`src/rtl/assert_macros.svh`:
```
// Assertion helpers for the level tracker.
// All checks sample on the rising edge of clk and are off while rst_n is low.
`ifndef ASSERT_MACROS_SVH
`define ASSERT_MACROS_SVH

// Implication or plain property, checked every cycle outside reset.
`define ASL_ASSERT(label, prop, msg) \
    label: assert property (@(posedge clk) disable iff (!rst_n) (prop)) else $error(msg);

// Property that must hold whenever the output channel shows a request.
`define ASL_ASSERT_OUT(label, expr, msg) \
    `ASL_ASSERT(label, out_valid |-> (expr), msg)

`endif

```
`src/rtl/asl_pkg.sv`:
```
// ----------------------------------------------------------------------------
// asl_pkg
// Shared widths, reset values, register indexes and control structs of the
// audio scope level tracker.
// ----------------------------------------------------------------------------
package asl_pkg;

    localparam int SAMPLE_W = 16;
    localparam int SQ_W     = 32;
    localparam int SUM_W    = 56;
    localparam int CNT_W    = 24;
    localparam int ROOT_W   = SUM_W / 2;
    localparam int LEVEL_W  = 16;
    localparam int CFG_W    = 16;
    localparam int CFG_IDX_W = 3;

    localparam int DEF_RING_COLUMNS = 400;

    // register indexes
    localparam logic [CFG_IDX_W-1:0] CFG_SPC   = 3'd0;
    localparam logic [CFG_IDX_W-1:0] CFG_CPB   = 3'd1;
    localparam logic [CFG_IDX_W-1:0] CFG_FLOOR = 3'd2;
    localparam logic [CFG_IDX_W-1:0] CFG_DIV   = 3'd3;
    localparam logic [CFG_IDX_W-1:0] CFG_BPW   = 3'd4;

    // register reset values
    localparam logic [7:0]  RST_SPC   = 8'd40;
    localparam logic [6:0]  RST_CPB   = 7'd8;
    localparam logic [15:0] RST_FLOOR = 16'd1200;
    localparam logic [7:0]  RST_DIV   = 8'd24;
    localparam logic [9:0]  RST_BPW   = 10'd50;

    localparam logic [6:0]  MAX_CPB   = 7'd64;
    localparam logic [15:0] MAX_FLOOR = 16'd32768;

    localparam logic signed [SAMPLE_W-1:0] MIN_INIT = 16'sh7FFF;
    localparam logic signed [SAMPLE_W-1:0] MAX_INIT = 16'sh8000;

    typedef struct packed {
        logic load;
        logic accumulate;
        logic step_sample;
        logic div_start;
        logic div_decay;
        logic sqrt_start;
        logic store_rms;
        logic scale_peak;
        logic scale_decay;
        logic commit;
        logic commit_block;
    } asl_cmd_t;

    typedef struct packed {
        logic col_end;
        logic blk_end;
        logic div_done;
        logic sqrt_done;
        logic peak_up;
        logic need_decay;
        logic out_free;
    } asl_status_t;

endpackage

```
`src/rtl/asl_divider.sv`:
```
// ----------------------------------------------------------------------------
// asl_divider
// Restoring divider, one quotient bit per cycle. Shared by the mean-square
// divide and the scale decay divide.
// ----------------------------------------------------------------------------
module asl_divider
(
    input  logic                      clk,
    input  logic                      rst_n,
    input  logic                      start,
    input  logic [asl_pkg::SUM_W-1:0] dividend,
    input  logic [asl_pkg::CNT_W-1:0] divisor,
    output logic [asl_pkg::SUM_W-1:0] quotient,
    output logic                      done
);

    localparam int STEP_W = $clog2(asl_pkg::SUM_W);

    logic [asl_pkg::SUM_W-1:0] shift_reg;
    logic [asl_pkg::CNT_W-1:0] rem_reg;
    logic [asl_pkg::CNT_W-1:0] dvs_reg;
    logic [STEP_W-1:0]         cnt_reg;
    logic                      busy_reg;
    logic                      done_reg;

    logic [asl_pkg::CNT_W:0]   rem_try;
    logic [asl_pkg::CNT_W:0]   rem_sub;
    logic                      ge;

    always_comb
    begin
        rem_try = {rem_reg, shift_reg[asl_pkg::SUM_W-1]};
        ge      = rem_try >= {1'b0, dvs_reg};
        rem_sub = rem_try - {1'b0, dvs_reg};
    end

    always_ff @(posedge clk or negedge rst_n)
    begin
        if (!rst_n)
        begin
            busy_reg <= 1'b0;
            done_reg <= 1'b0;
            cnt_reg  <= '0;
        end
        else
        begin
            done_reg <= 1'b0;
            if (start)
            begin
                busy_reg <= 1'b1;
                cnt_reg  <= '0;
            end
            else if (busy_reg)
            begin
                cnt_reg <= cnt_reg + STEP_W'(1);
                if (cnt_reg == STEP_W'(asl_pkg::SUM_W - 1))
                begin
                    busy_reg <= 1'b0;
                    done_reg <= 1'b1;
                end
            end
        end
    end

    always_ff @(posedge clk)
    begin
        if (start)
        begin
            shift_reg <= dividend;
            rem_reg   <= '0;
            dvs_reg   <= divisor;
        end
        else if (busy_reg)
        begin
            shift_reg <= {shift_reg[asl_pkg::SUM_W-2:0], ge};
            rem_reg   <= ge ? rem_sub[asl_pkg::CNT_W-1:0] : rem_try[asl_pkg::CNT_W-1:0];
        end
    end

    assign quotient = shift_reg;
    assign done     = done_reg;

endmodule

```
`src/rtl/asl_isqrt.sv`:
```
// ----------------------------------------------------------------------------
// asl_isqrt
// Integer square root, two radicand bits per cycle.
// ----------------------------------------------------------------------------
module asl_isqrt
(
    input  logic                       clk,
    input  logic                       rst_n,
    input  logic                       start,
    input  logic [asl_pkg::SUM_W-1:0]  radicand,
    output logic [asl_pkg::ROOT_W-1:0] root,
    output logic                       done
);

    localparam int STEP_W = $clog2(asl_pkg::ROOT_W);

    logic [asl_pkg::SUM_W-1:0] val_reg;
    logic [asl_pkg::SUM_W-1:0] res_reg;
    logic [asl_pkg::SUM_W-1:0] bit_reg;
    logic [STEP_W-1:0]         cnt_reg;
    logic                      busy_reg;
    logic                      done_reg;

    logic [asl_pkg::SUM_W:0]   trial;
    logic                      ge;

    always_comb
    begin
        trial = {1'b0, res_reg} + {1'b0, bit_reg};
        ge    = {1'b0, val_reg} >= trial;
    end

    always_ff @(posedge clk or negedge rst_n)
    begin
        if (!rst_n)
        begin
            busy_reg <= 1'b0;
            done_reg <= 1'b0;
            cnt_reg  <= '0;
        end
        else
        begin
            done_reg <= 1'b0;
            if (start)
            begin
                busy_reg <= 1'b1;
                cnt_reg  <= '0;
            end
            else if (busy_reg)
            begin
                cnt_reg <= cnt_reg + STEP_W'(1);
                if (cnt_reg == STEP_W'(asl_pkg::ROOT_W - 1))
                begin
                    busy_reg <= 1'b0;
                    done_reg <= 1'b1;
                end
            end
        end
    end

    // highest even power of two that fits the radicand
    always_ff @(posedge clk)
    begin
        if (start)
        begin
            val_reg <= radicand;
            res_reg <= '0;
            bit_reg <= {2'b01, {(asl_pkg::SUM_W-2){1'b0}}};
        end
        else if (busy_reg)
        begin
            if (ge)
            begin
                val_reg <= val_reg - trial[asl_pkg::SUM_W-1:0];
                res_reg <= (res_reg >> 1) + bit_reg;
            end
            else
            begin
                res_reg <= res_reg >> 1;
            end
            bit_reg <= bit_reg >> 2;
        end
    end

    assign root = res_reg[asl_pkg::ROOT_W-1:0];
    assign done = done_reg;

endmodule

```
`src/rtl/asl_datapath.sv`:
```
// ----------------------------------------------------------------------------
// asl_datapath
// Configuration registers, column/block/window accumulators, scale tracker
// and output register, driven by commands from the controller.
// ----------------------------------------------------------------------------
module asl_datapath
#(
    parameter int RING_COLUMNS = asl_pkg::DEF_RING_COLUMNS,
    parameter int SLOT_W       = (RING_COLUMNS > 1) ? $clog2(RING_COLUMNS) : 1
)
(
    input  logic                                clk,
    input  logic                                rst_n,
    input  logic                                cfg_write,
    input  logic [asl_pkg::CFG_IDX_W-1:0]       cfg_index,
    input  logic [asl_pkg::CFG_W-1:0]           cfg_data,
    input  logic signed [asl_pkg::SAMPLE_W-1:0] sample,
    input  asl_pkg::asl_cmd_t                   cmd,
    output asl_pkg::asl_status_t                status,
    input  logic                                out_stall,
    output logic                                out_valid,
    output logic signed [asl_pkg::SAMPLE_W-1:0] column_min,
    output logic signed [asl_pkg::SAMPLE_W-1:0] column_max,
    output logic [SLOT_W-1:0]                   column_slot,
    output logic                                block_done,
    output logic [asl_pkg::LEVEL_W-1:0]         full_scale,
    output logic [asl_pkg::LEVEL_W-1:0]         rms_level,
    output logic [asl_pkg::LEVEL_W-1:0]         window_peak
);

    // configuration
    logic [7:0]  spc_reg;
    logic [6:0]  cpb_reg;
    logic [15:0] floor_reg;
    logic [7:0]  div_reg;
    logic [9:0]  bpw_reg;

    logic [7:0]  spc_eff;
    logic [6:0]  cpb_eff;
    logic [15:0] floor_eff;
    logic [7:0]  div_eff;
    logic [9:0]  bpw_eff;

    // sample stage
    logic signed [asl_pkg::SAMPLE_W-1:0] smp_reg;
    logic [asl_pkg::LEVEL_W-1:0]         abs_reg;
    logic [asl_pkg::SQ_W-1:0]            sq_reg;
    logic [asl_pkg::LEVEL_W-1:0]         in_abs;

    // accumulators
    logic signed [asl_pkg::SAMPLE_W-1:0] run_min_reg;
    logic signed [asl_pkg::SAMPLE_W-1:0] run_max_reg;
    logic [asl_pkg::LEVEL_W-1:0]         blk_peak_reg;
    logic [asl_pkg::LEVEL_W-1:0]         win_peak_reg;
    logic [asl_pkg::SUM_W-1:0]           sum_reg;
    logic [asl_pkg::CNT_W-1:0]           count_reg;

    logic [7:0]                          sic_reg;
    logic [5:0]                          cib_reg;
    logic [9:0]                          biw_reg;
    logic [SLOT_W-1:0]                   head_reg;
    logic [asl_pkg::LEVEL_W-1:0]         scale_reg;
    logic [asl_pkg::LEVEL_W-1:0]         last_rms_reg;

    logic [asl_pkg::LEVEL_W-1:0]         scale_clamped;
    logic                                win_end;
    logic                                head_wrap;

    // output register
    logic                                out_valid_reg;
    logic signed [asl_pkg::SAMPLE_W-1:0] o_min_reg;
    logic signed [asl_pkg::SAMPLE_W-1:0] o_max_reg;
    logic [SLOT_W-1:0]                   o_slot_reg;
    logic                                o_done_reg;
    logic [asl_pkg::LEVEL_W-1:0]         o_scale_reg;
    logic [asl_pkg::LEVEL_W-1:0]         o_rms_reg;
    logic [asl_pkg::LEVEL_W-1:0]         o_peak_reg;

    // divider and square-root units
    logic [asl_pkg::SUM_W-1:0]           div_dividend;
    logic [asl_pkg::CNT_W-1:0]           div_divisor;
    logic [asl_pkg::SUM_W-1:0]           div_quotient;
    logic                                div_done;
    logic [asl_pkg::ROOT_W-1:0]          sqrt_root;
    logic                                sqrt_done;

    always_comb
    begin
        spc_eff   = (spc_reg == 8'd0) ? 8'd1 : spc_reg;
        div_eff   = (div_reg == 8'd0) ? 8'd1 : div_reg;
        bpw_eff   = (bpw_reg == 10'd0) ? 10'd1 : bpw_reg;
        if (cpb_reg == 7'd0)
            cpb_eff = 7'd1;
        else if (cpb_reg > asl_pkg::MAX_CPB)
            cpb_eff = asl_pkg::MAX_CPB;
        else
            cpb_eff = cpb_reg;
        if (floor_reg == 16'd0)
            floor_eff = 16'd1;
        else if (floor_reg > asl_pkg::MAX_FLOOR)
            floor_eff = asl_pkg::MAX_FLOOR;
        else
            floor_eff = floor_reg;
    end

    // two's complement magnitude; -32768 maps to 32768
    assign in_abs = sample[asl_pkg::SAMPLE_W-1] ? (~sample + 16'd1) : sample;

    always_comb
    begin
        scale_clamped = (scale_reg < floor_eff) ? floor_eff : scale_reg;
        win_end       = ({1'b0, biw_reg} + 11'd1) >= {1'b0, bpw_eff};
        head_wrap     = ({1'b0, head_reg} + (SLOT_W+1)'(1)) >= (SLOT_W+1)'(RING_COLUMNS);
    end

    always_comb
    begin
        status.col_end    = ({1'b0, sic_reg} + 9'd1) >= {1'b0, spc_eff};
        status.blk_end    = ({1'b0, cib_reg} + 7'd1) >= cpb_eff;
        status.div_done   = div_done;
        status.sqrt_done  = sqrt_done;
        status.peak_up    = blk_peak_reg > scale_reg;
        status.need_decay = scale_reg > floor_eff;
        status.out_free   = !out_valid_reg || !out_stall;
    end

    always_comb
    begin
        if (cmd.div_decay)
        begin
            div_dividend = asl_pkg::SUM_W'(scale_reg - floor_eff);
            div_divisor  = asl_pkg::CNT_W'(div_eff);
        end
        else
        begin
            div_dividend = sum_reg;
            div_divisor  = count_reg;
        end
    end

    asl_divider u_div
    (
        .clk      (clk),
        .rst_n    (rst_n),
        .start    (cmd.div_start),
        .dividend (div_dividend),
        .divisor  (div_divisor),
        .quotient (div_quotient),
        .done     (div_done)
    );

    asl_isqrt u_sqrt
    (
        .clk      (clk),
        .rst_n    (rst_n),
        .start    (cmd.sqrt_start),
        .radicand (div_quotient),
        .root     (sqrt_root),
        .done     (sqrt_done)
    );

    always_ff @(posedge clk or negedge rst_n)
    begin
        if (!rst_n)
        begin
            spc_reg   <= asl_pkg::RST_SPC;
            cpb_reg   <= asl_pkg::RST_CPB;
            floor_reg <= asl_pkg::RST_FLOOR;
            div_reg   <= asl_pkg::RST_DIV;
            bpw_reg   <= asl_pkg::RST_BPW;
        end
        else if (cfg_write)
        begin
            case (cfg_index)
                asl_pkg::CFG_SPC:   spc_reg   <= cfg_data[7:0];
                asl_pkg::CFG_CPB:   cpb_reg   <= cfg_data[6:0];
                asl_pkg::CFG_FLOOR: floor_reg <= cfg_data;
                asl_pkg::CFG_DIV:   div_reg   <= cfg_data[7:0];
                asl_pkg::CFG_BPW:   bpw_reg   <= cfg_data[9:0];
                default:            ;
            endcase
        end
    end

    always_ff @(posedge clk)
    begin
        if (cmd.load)
        begin
            smp_reg <= sample;
            abs_reg <= in_abs;
            sq_reg  <= {16'd0, in_abs} * {16'd0, in_abs};
        end
    end

    always_ff @(posedge clk or negedge rst_n)
    begin
        if (!rst_n)
        begin
            run_min_reg   <= asl_pkg::MIN_INIT;
            run_max_reg   <= asl_pkg::MAX_INIT;
            blk_peak_reg  <= '0;
            win_peak_reg  <= '0;
            sum_reg       <= '0;
            count_reg     <= '0;
            sic_reg       <= '0;
            cib_reg       <= '0;
            biw_reg       <= '0;
            head_reg      <= '0;
            scale_reg     <= asl_pkg::RST_FLOOR;
            last_rms_reg  <= '0;
            out_valid_reg <= 1'b0;
        end
        else
        begin
            if (cmd.accumulate)
            begin
                if (smp_reg < run_min_reg)
                    run_min_reg <= smp_reg;
                if (smp_reg > run_max_reg)
                    run_max_reg <= smp_reg;
                if (abs_reg > blk_peak_reg)
                    blk_peak_reg <= abs_reg;
                if (abs_reg > win_peak_reg)
                    win_peak_reg <= abs_reg;
                sum_reg   <= sum_reg + asl_pkg::SUM_W'(sq_reg);
                count_reg <= count_reg + asl_pkg::CNT_W'(1);
            end

            if (cmd.step_sample)
                sic_reg <= sic_reg + 8'd1;

            if (cmd.store_rms)
                last_rms_reg <= (count_reg == '0) ? '0 : sqrt_root[asl_pkg::LEVEL_W-1:0];

            if (cmd.scale_peak)
                scale_reg <= blk_peak_reg;
            else if (cmd.scale_decay)
                scale_reg <= scale_reg - div_quotient[asl_pkg::LEVEL_W-1:0];

            if (cmd.commit)
            begin
                run_min_reg <= asl_pkg::MIN_INIT;
                run_max_reg <= asl_pkg::MAX_INIT;
                sic_reg     <= '0;
                head_reg    <= head_wrap ? '0 : head_reg + SLOT_W'(1);
                if (cmd.commit_block)
                begin
                    cib_reg      <= '0;
                    blk_peak_reg <= '0;
                    scale_reg    <= scale_clamped;
                    if (win_end)
                    begin
                        biw_reg      <= '0;
                        sum_reg      <= '0;
                        count_reg    <= '0;
                        win_peak_reg <= '0;
                    end
                    else
                    begin
                        biw_reg <= biw_reg + 10'd1;
                    end
                end
                else
                begin
                    cib_reg <= cib_reg + 6'd1;
                end
            end

            if (cmd.commit)
                out_valid_reg <= 1'b1;
            else if (!out_stall)
                out_valid_reg <= 1'b0;
        end
    end

    always_ff @(posedge clk)
    begin
        if (cmd.commit)
        begin
            o_min_reg   <= run_min_reg;
            o_max_reg   <= run_max_reg;
            o_slot_reg  <= head_reg;
            o_done_reg  <= cmd.commit_block;
            o_scale_reg <= cmd.commit_block ? scale_clamped : scale_reg;
            o_rms_reg   <= last_rms_reg;
            o_peak_reg  <= win_peak_reg;
        end
    end

    assign out_valid   = out_valid_reg;
    assign column_min  = o_min_reg;
    assign column_max  = o_max_reg;
    assign column_slot = o_slot_reg;
    assign block_done  = o_done_reg;
    assign full_scale  = o_scale_reg;
    assign rms_level   = o_rms_reg;
    assign window_peak = o_peak_reg;

endmodule

```
`src/rtl/asl_ctrl.sv`:
```
// ----------------------------------------------------------------------------
// asl_ctrl
// Sequencer: takes a sample, folds it in, closes columns and runs the
// block-end divide, root and scale update.
// ----------------------------------------------------------------------------
module asl_ctrl
(
    input  logic                 clk,
    input  logic                 rst_n,
    input  logic                 in_valid,
    output logic                 in_stall,
    input  asl_pkg::asl_status_t status,
    output asl_pkg::asl_cmd_t    cmd
);

    localparam logic [2:0] S_IDLE    = 3'd0;
    localparam logic [2:0] S_ACC     = 3'd1;
    localparam logic [2:0] S_COL     = 3'd2;
    localparam logic [2:0] S_DIV_RMS = 3'd3;
    localparam logic [2:0] S_SQRT    = 3'd4;
    localparam logic [2:0] S_SCALE   = 3'd5;
    localparam logic [2:0] S_DIV_DEC = 3'd6;
    localparam logic [2:0] S_FIN     = 3'd7;

    logic [2:0] state_reg;
    logic [2:0] state_next;

    always_comb
    begin
        state_next = state_reg;
        cmd        = '0;
        case (state_reg)
            S_IDLE:
            begin
                if (in_valid)
                begin
                    cmd.load   = 1'b1;
                    state_next = S_ACC;
                end
            end
            S_ACC:
            begin
                cmd.accumulate = 1'b1;
                if (status.col_end)
                begin
                    state_next = S_COL;
                end
                else
                begin
                    cmd.step_sample = 1'b1;
                    state_next      = S_IDLE;
                end
            end
            S_COL:
            begin
                if (status.blk_end)
                begin
                    cmd.div_start = 1'b1;
                    state_next    = S_DIV_RMS;
                end
                else if (status.out_free)
                begin
                    cmd.commit = 1'b1;
                    state_next = S_IDLE;
                end
            end
            S_DIV_RMS:
            begin
                if (status.div_done)
                begin
                    cmd.sqrt_start = 1'b1;
                    state_next     = S_SQRT;
                end
            end
            S_SQRT:
            begin
                if (status.sqrt_done)
                begin
                    cmd.store_rms = 1'b1;
                    state_next    = S_SCALE;
                end
            end
            S_SCALE:
            begin
                if (status.peak_up)
                begin
                    cmd.scale_peak = 1'b1;
                    state_next     = S_FIN;
                end
                else if (status.need_decay)
                begin
                    cmd.div_start = 1'b1;
                    cmd.div_decay = 1'b1;
                    state_next    = S_DIV_DEC;
                end
                else
                begin
                    state_next = S_FIN;
                end
            end
            S_DIV_DEC:
            begin
                if (status.div_done)
                begin
                    cmd.scale_decay = 1'b1;
                    state_next      = S_FIN;
                end
            end
            S_FIN:
            begin
                if (status.out_free)
                begin
                    cmd.commit       = 1'b1;
                    cmd.commit_block = 1'b1;
                    state_next       = S_IDLE;
                end
            end
            default:
            begin
                state_next = S_IDLE;
            end
        endcase
    end

    always_ff @(posedge clk or negedge rst_n)
    begin
        if (!rst_n)
            state_reg <= S_IDLE;
        else
            state_reg <= state_next;
    end

    assign in_stall = (state_reg != S_IDLE);

endmodule

```
`src/rtl/audio_scope_level_tracker.sv`:
```
// ----------------------------------------------------------------------------
// audio_scope_level_tracker
// Column min/max decimator with peak-following display scale, window RMS
// and window peak.
// ----------------------------------------------------------------------------
// Usage:
//   Input channel in_valid/in_stall/sample carries one audio sample per
//   request. Output channel out_valid/out_stall carries one column result
//   when a column closes; samples inside a column give no result.
//   Configuration is a write-only port (cfg_write, cfg_index, cfg_data);
//   write it only while the block is idle.
//   A sample that does not close a column passes the IDLE and ACC states;
//   a column close passes COL as well. A block close runs the shared
//   bit-serial divider on sum/count, then the 2-bits-per-cycle root,
//   and, on decay, the divider again. No new sample is taken until the
//   controller is back in IDLE.
//   While out_stall is high a finished result is held in the output
//   register; the next sample is still taken, and the block waits only
//   when it has another result to place there.
//   Reset clears all counters and accumulators, restores the register
//   defaults and sets the scale to the default floor; no result is pending.
// ----------------------------------------------------------------------------
`include "assert_macros.svh"

module audio_scope_level_tracker
#(
    parameter int RING_COLUMNS = asl_pkg::DEF_RING_COLUMNS,
    parameter int SLOT_W       = (RING_COLUMNS > 1) ? $clog2(RING_COLUMNS) : 1
)
(
    input  logic                                clk,
    input  logic                                rst_n,
    input  logic                                cfg_write,
    input  logic [asl_pkg::CFG_IDX_W-1:0]       cfg_index,
    input  logic [asl_pkg::CFG_W-1:0]           cfg_data,
    input  logic                                in_valid,
    output logic                                in_stall,
    input  logic signed [asl_pkg::SAMPLE_W-1:0] sample,
    output logic                                out_valid,
    input  logic                                out_stall,
    output logic signed [asl_pkg::SAMPLE_W-1:0] column_min,
    output logic signed [asl_pkg::SAMPLE_W-1:0] column_max,
    output logic [SLOT_W-1:0]                   column_slot,
    output logic                                block_done,
    output logic [asl_pkg::LEVEL_W-1:0]         full_scale,
    output logic [asl_pkg::LEVEL_W-1:0]         rms_level,
    output logic [asl_pkg::LEVEL_W-1:0]         window_peak
);

    asl_pkg::asl_cmd_t    cmd;
    asl_pkg::asl_status_t status;

    asl_ctrl u_ctrl
    (
        .clk      (clk),
        .rst_n    (rst_n),
        .in_valid (in_valid),
        .in_stall (in_stall),
        .status   (status),
        .cmd      (cmd)
    );

    asl_datapath
    #(
        .RING_COLUMNS (RING_COLUMNS),
        .SLOT_W       (SLOT_W)
    )
    u_dp
    (
        .clk         (clk),
        .rst_n       (rst_n),
        .cfg_write   (cfg_write),
        .cfg_index   (cfg_index),
        .cfg_data    (cfg_data),
        .sample      (sample),
        .cmd         (cmd),
        .status      (status),
        .out_stall   (out_stall),
        .out_valid   (out_valid),
        .column_min  (column_min),
        .column_max  (column_max),
        .column_slot (column_slot),
        .block_done  (block_done),
        .full_scale  (full_scale),
        .rms_level   (rms_level),
        .window_peak (window_peak)
    );

    // an accepted sample always raises in_stall in the cycle after it is taken
    `ASL_ASSERT(a_accept_then_busy, (in_valid && !in_stall) |=> in_stall, "sample taken twice")
    `ASL_ASSERT_OUT(a_scale_nonzero, full_scale != '0, "scale below floor")
    `ASL_ASSERT_OUT(a_slot_range, int'(column_slot) < RING_COLUMNS, "slot out of ring")
    `ASL_ASSERT_OUT(a_min_le_max, column_min <= column_max, "column min above max")

endmodule

```
`config.mk`:
```
export PLATFORM = sky130hd
export DESIGN_NAME = audio_scope_level_tracker
export DESIGN_NICKNAME = d
export VERILOG_FILES = /design/src/rtl/asl_pkg.sv /design/src/rtl/asl_divider.sv /design/src/rtl/asl_isqrt.sv /design/src/rtl/asl_datapath.sv /design/src/rtl/asl_ctrl.sv /design/src/rtl/audio_scope_level_tracker.sv
export VERILOG_INCLUDE_DIRS = /design/src /design/src/rtl
export SDC_FILE = /design/constraint.sdc
export NUM_CORES = 2
export LEC_CHECK = 0
export ABC_AREA = 1
export BUFFER_PORTS_ARGS = -buffer_cell sky130_fd_sc_hd__buf_2
export CAP_MARGIN = 20
export CORE_AREA = 2 2 315 317
export DETAILED_ROUTE_END_ITERATION = 7
export DIE_AREA = 0 0 317 319
export PLACE_DENSITY_LB_ADDON = 0.25
export SKIP_LAST_GASP = 1
export SLEW_MARGIN = 10
export SYNTH_ARGS = -nofsm -noshare
export SYNTH_HDL_FRONTEND = slang
export SYNTH_SLANG_ARGS = --single-unit
export TNS_END_PERCENT = 50
```
`constraint.sdc`:
```
create_clock -name clk -period 9 [get_ports clk]
set_input_delay 0.9 -clock clk [delete_from_list [all_inputs] [get_ports clk]]
set_output_delay 0.9 -clock clk [all_outputs]
set_load 0.03 [all_outputs]
```
; ---- Yosys cells after proc, flatten, opt, wreduce, memory -nomap -nowiden
; Cells that the tools add are included.
[word_totals]
regBits = 675
in_bits = 40
out_inout_bits = 92
elab_cells = 226
[classes]
add_sub_neg = 19
mul = 1
n_lt_le_gt_ge = 15
eq_ne = 18
mux = 101
n_bitwise = 1
n_reduce_logical = 29
[op_table]
columns = operator, count
row1 = 56-bit two-way mux, 11
row2 = 16-bit two-way mux, 25
row3 = 24-bit two-way mux, 5
row4 = 16-bit greater-than comparator, 5
row5 = 56-bit by 55-bit adder with 57-bit output, 1
row6 = 56-bit by 57-bit greater-or-equal comparator with 1-bit output, 1
row7 = 55-bit by 55-bit adder with 56-bit output, 1
row8 = 56-bit by 32-bit adder with 56-bit output, 1
row9 = 56-bit subtractor, 1
row10 = 8-bit two-way mux, 5
row11 = 16-bit less-than comparator, 2
row12 = 16-bit by 16-bit multiplier with 32-bit output, 1
row13 = 1-bit two-way mux, 31
row14 = 25-bit by 24-bit greater-or-equal comparator with 1-bit output, 1
row15 = 24-bit by 1-bit adder with 24-bit output (second input constant), 1
row16 = 24-bit logical NOT, 1
row17 = 3-bit one-hot mux with 8 select lines, 1
row18 = 24-bit subtractor, 1
row19 = 10-bit two-way mux, 2
row20 = 3-bit two-way mux, 6
row21 = 6-bit two-way mux, 3
row22 = 2-bit AND reduction, 9
row23 = 16-bit by 16-bit subtractor with 17-bit output, 1
row24 = 16-bit by 1-bit adder with 16-bit output (second input constant), 1
row25 = other kinds (39), 67

; ---- Depth between registers and ports, before layout
[logic_depth]
word_depth = 9
mapped_depth = 36
mapped_depth_nobuf = 35

; ---- By module
; A second synthesis with hierarchy kept.
[unflattened]
hier_cells = 7875
area_unflattened_um2 = 55998.7
[by_module_without_submodules]
columns = mod, n_inst, cells_per_inst, area_per_inst_um2, seq_area_each_um2
row1 = asl_datapath, 1, 4237, 32809.0, 11055.6
row2 = asl_isqrt, 1, 2712, 16298.1, 3538.4
row3 = asl_divider, 1, 858, 6506.2, 3083.0
row4 = asl_ctrl, 1, 68, 385.4, 75.1

; ---- Worst setup path before layout
; Ideal clock, no wire load.
[synth_path]
kind = in2reg
start = input sample[0] in the netlist's numbering
end = register u_dp.sq_reg[27] in the netlist's numbering (data pin)
setup_time_ns = 0.260
arrival_time_ns = 7.342
required_time_ns = 8.740
slack_ns = 1.398
path_stages = 29
path_buffers = 2
cell_sequence = clkinv_1 > clkbuf_1 > ha_1 > nand3_1 > nor2_1 > nand2_1 > o41ai_1 > xnor2_1 > clkbuf_1 > nand2_1 > fa_1 > inv_1 > fa_1 > fa_1 > fa_1 > fa_1 > inv_1 > fa_1 > inv_1 > ha_1 > a21oi_1 > o21ai_0 > nor2_1 > inv_1 > a31oi_1 > o21bai_1 > nand2_1 > nand2_1 > xor2_1
[synth_via]
elab_chain_len = 4
[synth_rtl]
columns = item, line_no
row1 = "start, declared", audio_scope_level_tracker.sv:38  ; input logic signed [asl_pkg::SAMPLE_W-1:0] sample,
row2 = 16-bit inverter, asl_datapath.sv:107  ; assign in_abs = sample[asl_pkg::SAMPLE_W-1] ? (~sample + 16'd1) : sample;
row3 = 16-bit by 1-bit adder with 16-bit output, asl_datapath.sv:107
row4 = 16-bit two-way mux, asl_datapath.sv:107
row5 = "via u_dp.in_abs, one bit", asl_datapath.sv:48  ; logic [asl_pkg::LEVEL_W-1:0] in_abs;
row6 = 16-bit by 16-bit multiplier with 32-bit output, asl_datapath.sv:191  ; sq_reg <= {16'd0, in_abs} * {16'd0, in_abs};
row7 = "end signal, assigned", asl_datapath.sv:191
row8 = "end, declared", asl_datapath.sv:47  ; logic [asl_pkg::SQ_W-1:0] sq_reg;
; The timed path passes the listed nets, and every way through them passes these cells.
; A chain may end at the register's enable or synchronous reset.

; ---- Final worst setup path
[layout_path]
start = input sample[0] in the netlist's numbering
end = register u_dp.sq_reg[28] in the netlist's numbering (data pin)
; The elaborated chain is that of the path after synthesis.

==> flow_results.org <==
** Outcome
- Result of the run :: finished, final reports clean

** Place
- Once placement completed, the tool counted placed cells totaling 8,405.
- GPL Wtd Cong :: 0.994
- PortBufs :: 131
- The wire-length estimate of the detail-placed layout is 121,000 um.

** Floorplan
- In this run the standard cell core region covers 97,700 um2.
- The initial utilization of the core area, before any placement, comes to 0.545.
- The floorplan has 115 rows.
- Full die area :: 101,000 um2
- Measured along the x axis, the die boundary spans 317 um.
- From bottom edge to top edge, the die measures 319 um.
- 132 I/O pins were placed.

** Logic synthesis
- Post-Synthesis Cell Area :: 53,200 um2
- Number of instances in the synthesized netlist :: 7,113
- Cell variety after synth :: 66
- Of the post-synthesis cell area, the dominant cell type holds 0.162.
- Each instance of the synthesized netlist takes up on average 7.48 um2.
- For this run, the register share of the synthesized area comes to 0.333.
- Sorting the synthesized cells by area gives the leading types as sky130_fd_sc_hd__edfxtp_1, sky130_fd_sc_hd__nand2_1, sky130_fd_sc_hd__dfrtp_1.
- Count of state elements after synthesis :: 672
- Main flop type after synthesis :: sky130_fd_sc_hd__edfxtp_1
- Number of synthesis warnings :: 0
- Of all flip-flops after synthesis, the portion carrying an async set or reset was 0.412.
- In this run, synthesis inferred 287 flip-flops with an integrated enable.
- Area leader, netlist :: sky130_fd_sc_hd__edfxtp_1

** Routing
- Post-DR wirelength/cell :: 18.4 um
- First-pass detailed-route iteration total :: 6
- Total routed wirelength :: 157,000 um
- Post-route ant nets :: 0
- Wire length the detailed router placed on met1 :: 70,200 um
- Number of violations reported at the end of detailed-routing iteration 0 :: 4,209
- Summed over all nets, wire length on met3 after detailed routing comes to 8980 um.
- Highest routing layer actually used :: met4
- Remaining DRCs :: 0
- Dividing the detail-routed via count by the number of cells gives 5.63.
- The routed layout has 48.1k vias.
- Summed over all nets, wire length on met2 after detailed routing comes to 73,300 um.

** Global route
- For this run, the total global-route usage over all layers was measured as 0.312.
- Remaining global-route overflow :: 0
- Entering global routing, the biggest net connects 167 pins.
- The initial antenna violation count is 0.
- The via count of the first global-routing pass was 46.9k.
- Wire length of the first global-routing pass :: 251,000 um

** Timing
- Between clock sinks in the finished design, the worst skew comes to 0.0521 ns.
- Least-Margin Pin Slew :: 1.07 ns
- Dividing the final minimum period by the clock period gives 0.836.
- Sum Neg Setup Slack :: 0 ns
- Post-route minimum period :: 7.52 ns
- Setup repair after global routing left no endpoint under its margin.
- Worst slew margin relative to its limit :: 0.287
- Highest clock frequency the design can meet :: 133 MHz
- The final number of max-transition violations is 0.
- Setup violations remaining at the end of the flow were counted as 0.
- The number of hold violations in the final report is 0.

** Power and ir drop
- Summed over all cells, the static leakage comes to 27.5 nW.
- For this design the ratio of total power to cell area is 352 nW/um2.
- The worst-case IR drop observed on VDD is 0.492 mV.

** Hold path
- The path class of the tightest hold or removal check is in2async.

** Setup path
- Slowest cell on the critical path :: sky130_fd_sc_hd__fa_1
- Largest fanout on the critical path :: 14
- Delay contributed by the slowest stage of the critical path :: 0.53 ns
- Tracing the worst setup path back leads to its startpoint at sample[0].
- Crit Reg-Reg Endpoint :: u_dp.u_sqrt.val_reg[47]
- Count of cell instances traversed by the critical path :: 27
- The critical path in this run is classified as in2reg.
- The critical path contains buffers and inverters numbering 6 combined.
- Kind of cell with the highest combined delay on the critical path :: adder cells
- Reg2reg setup slack :: 2.58 ns
- Data on the critical path is required at its endpoint by 9.42 ns.
- Counting cells, the worst reg-to-reg path comes to 23.
- For the worst setup path, the data arrival time is 7.94 ns.
- Setup crit start kind :: input pin
- Startpoint of the worst-slack reg-to-reg timing path :: u_dp.u_sqrt.res_reg[12]
- STA classifies the critical path endpoint as a register.
- Worst setup path end :: u_dp.sq_reg[28]

** Clock network
- For this design, the CTS-stage hold fixing added 0 buffers.
- The H-tree was split into 3 levels.
- TritonCTS sink count :: 672
- Buffer type at the clock tree root :: sky130_fd_sc_hd__clkbuf_16
- The number of setup buffers added after CTS is 0.
- Clock Pin Slew Worst Setup and Hold Paths :: 0.06 ns
- Gates resized during post-CTS repair numbered 0.
- For the worst-skew pair, the clock arrives at the later sink with an insertion delay of 0.69 ns.
- Number of buffers on the longest clock path :: 3
- CTS tree :: built
- The number of clock buffers added by TritonCTS is 80.

** Finish
- Count of antenna diodes in the layout :: 0
- Commonest cells after routing, fill and taps aside :: sky130_fd_sc_hd__nand2_1, sky130_fd_sc_hd__inv_1, sky130_fd_sc_hd__o21ai_0, sky130_fd_sc_hd__nor2_1, sky130_fd_sc_hd__a21oi_1
- Layout net count :: 7,822
- Most common cell after layout, fill and taps aside :: sky130_fd_sc_hd__nand2_1
- Non-filler cells, final :: 8,556
- From synthesis to final layout, the design area changed by 8.92%.
- In the final layout, the share of cells above drive strength 1 is 0.0570.

** Run
- Max-cap violations in this run came to 0.
-- synth_stat cells, drive strengths merged, types with 85 or more instances --
| library cell | n |
|---|---|
| o21ai | 632 |
| nand3 | 423 |
| a21oi | 422 |
| dfrtp | 245 |
| nand2 | 1675 |
| nor3 | 99 |
| clkbuf | 121 |
| edfxtp | 287 |
| fa | 169 |
| ha | 411 |
| nand4 | 85 |
| inv | 1164 |
| nor2 | 549 |
| dfxtp | 108 |
| xor2 | 168 |
-- area by class of cell --
cell class / instances / area, um2
Clock buffer: 110 / 2260
Clock inverter: 39 / 536
Fill cell: 9060 / 39700
Inverter: 1171 / 4400
Multi-Input combinational cell: 5099 / 30400
Sequential cell: 672 / 17800
Tap cell: 1287 / 1610
Timing Repair Buffer: 178 / 1040
-- kinds of logic after synthesis --
logic type | share of synthesized area
and+or+nand+nor | 0.230
buffers and inverters | 0.0970
AOI/OAI and AO/OA | 0.137
DFF | 0.333
adders and majority gates | 0.160
xor gates and xnor gates | 0.0410
muxes | 0.00106
other | 0.000141
-- through the flow --
step	hold WS, ns	setup WS [ns]	utilization	power, mW	instance area (um2)
floorplan	0.419	1.40	-	13.9	53300
global placement	0.424	1.01	0.565	16.8	55200
detailed placement	0.427	0.877	0.565	16.9	55200
CTS	0.177	1.57	0.593	20.4	58000
global route	0.200	1.01	0.593	22.4	58000
finish	0.184	1.48	0.593	20.4	58000
-- power by group --
group	switching [mW]	total (mW)	internal [mW]	leakage, nW
clock	1.43	3.42	1.99	1.36
sequential	0.732	5.34	4.61	7.06
combinational	7.56	11.7	4.11	19.1
-- layer usage --
| layer | track usage | vias to the layer above |
|---|---|---|
| met3 | 0.0312 | 274 |
| met1 | 0.432 | 22900 |
| met2 | 0.513 | 1541 |
| met5 | 0 | - |
| met4 | 0.0994 | 0 |
| li1 | - | 23500 |
-- worst min path at each step --
stage | start | endpoint | slack (ns) | depth (start not counted)
global route | rst_n | u_dp.sum_reg[51] | 0.20 | 1
finish | rst_n | u_dp.sum_reg[48] | 0.18 | 1
CTS | rst_n | u_dp.sum_reg[48] | 0.18 | 1
floorplan | u_dp.last_rms_reg[0] | u_dp.rms_level[0] | 0.42 | 0
global placement | u_dp.last_rms_reg[5] | u_dp.rms_level[5] | 0.42 | 0
detailed placement | u_dp.last_rms_reg[5] | u_dp.rms_level[5] | 0.43 | 0
No activity file was read; power rests on OpenSTA's default activity.
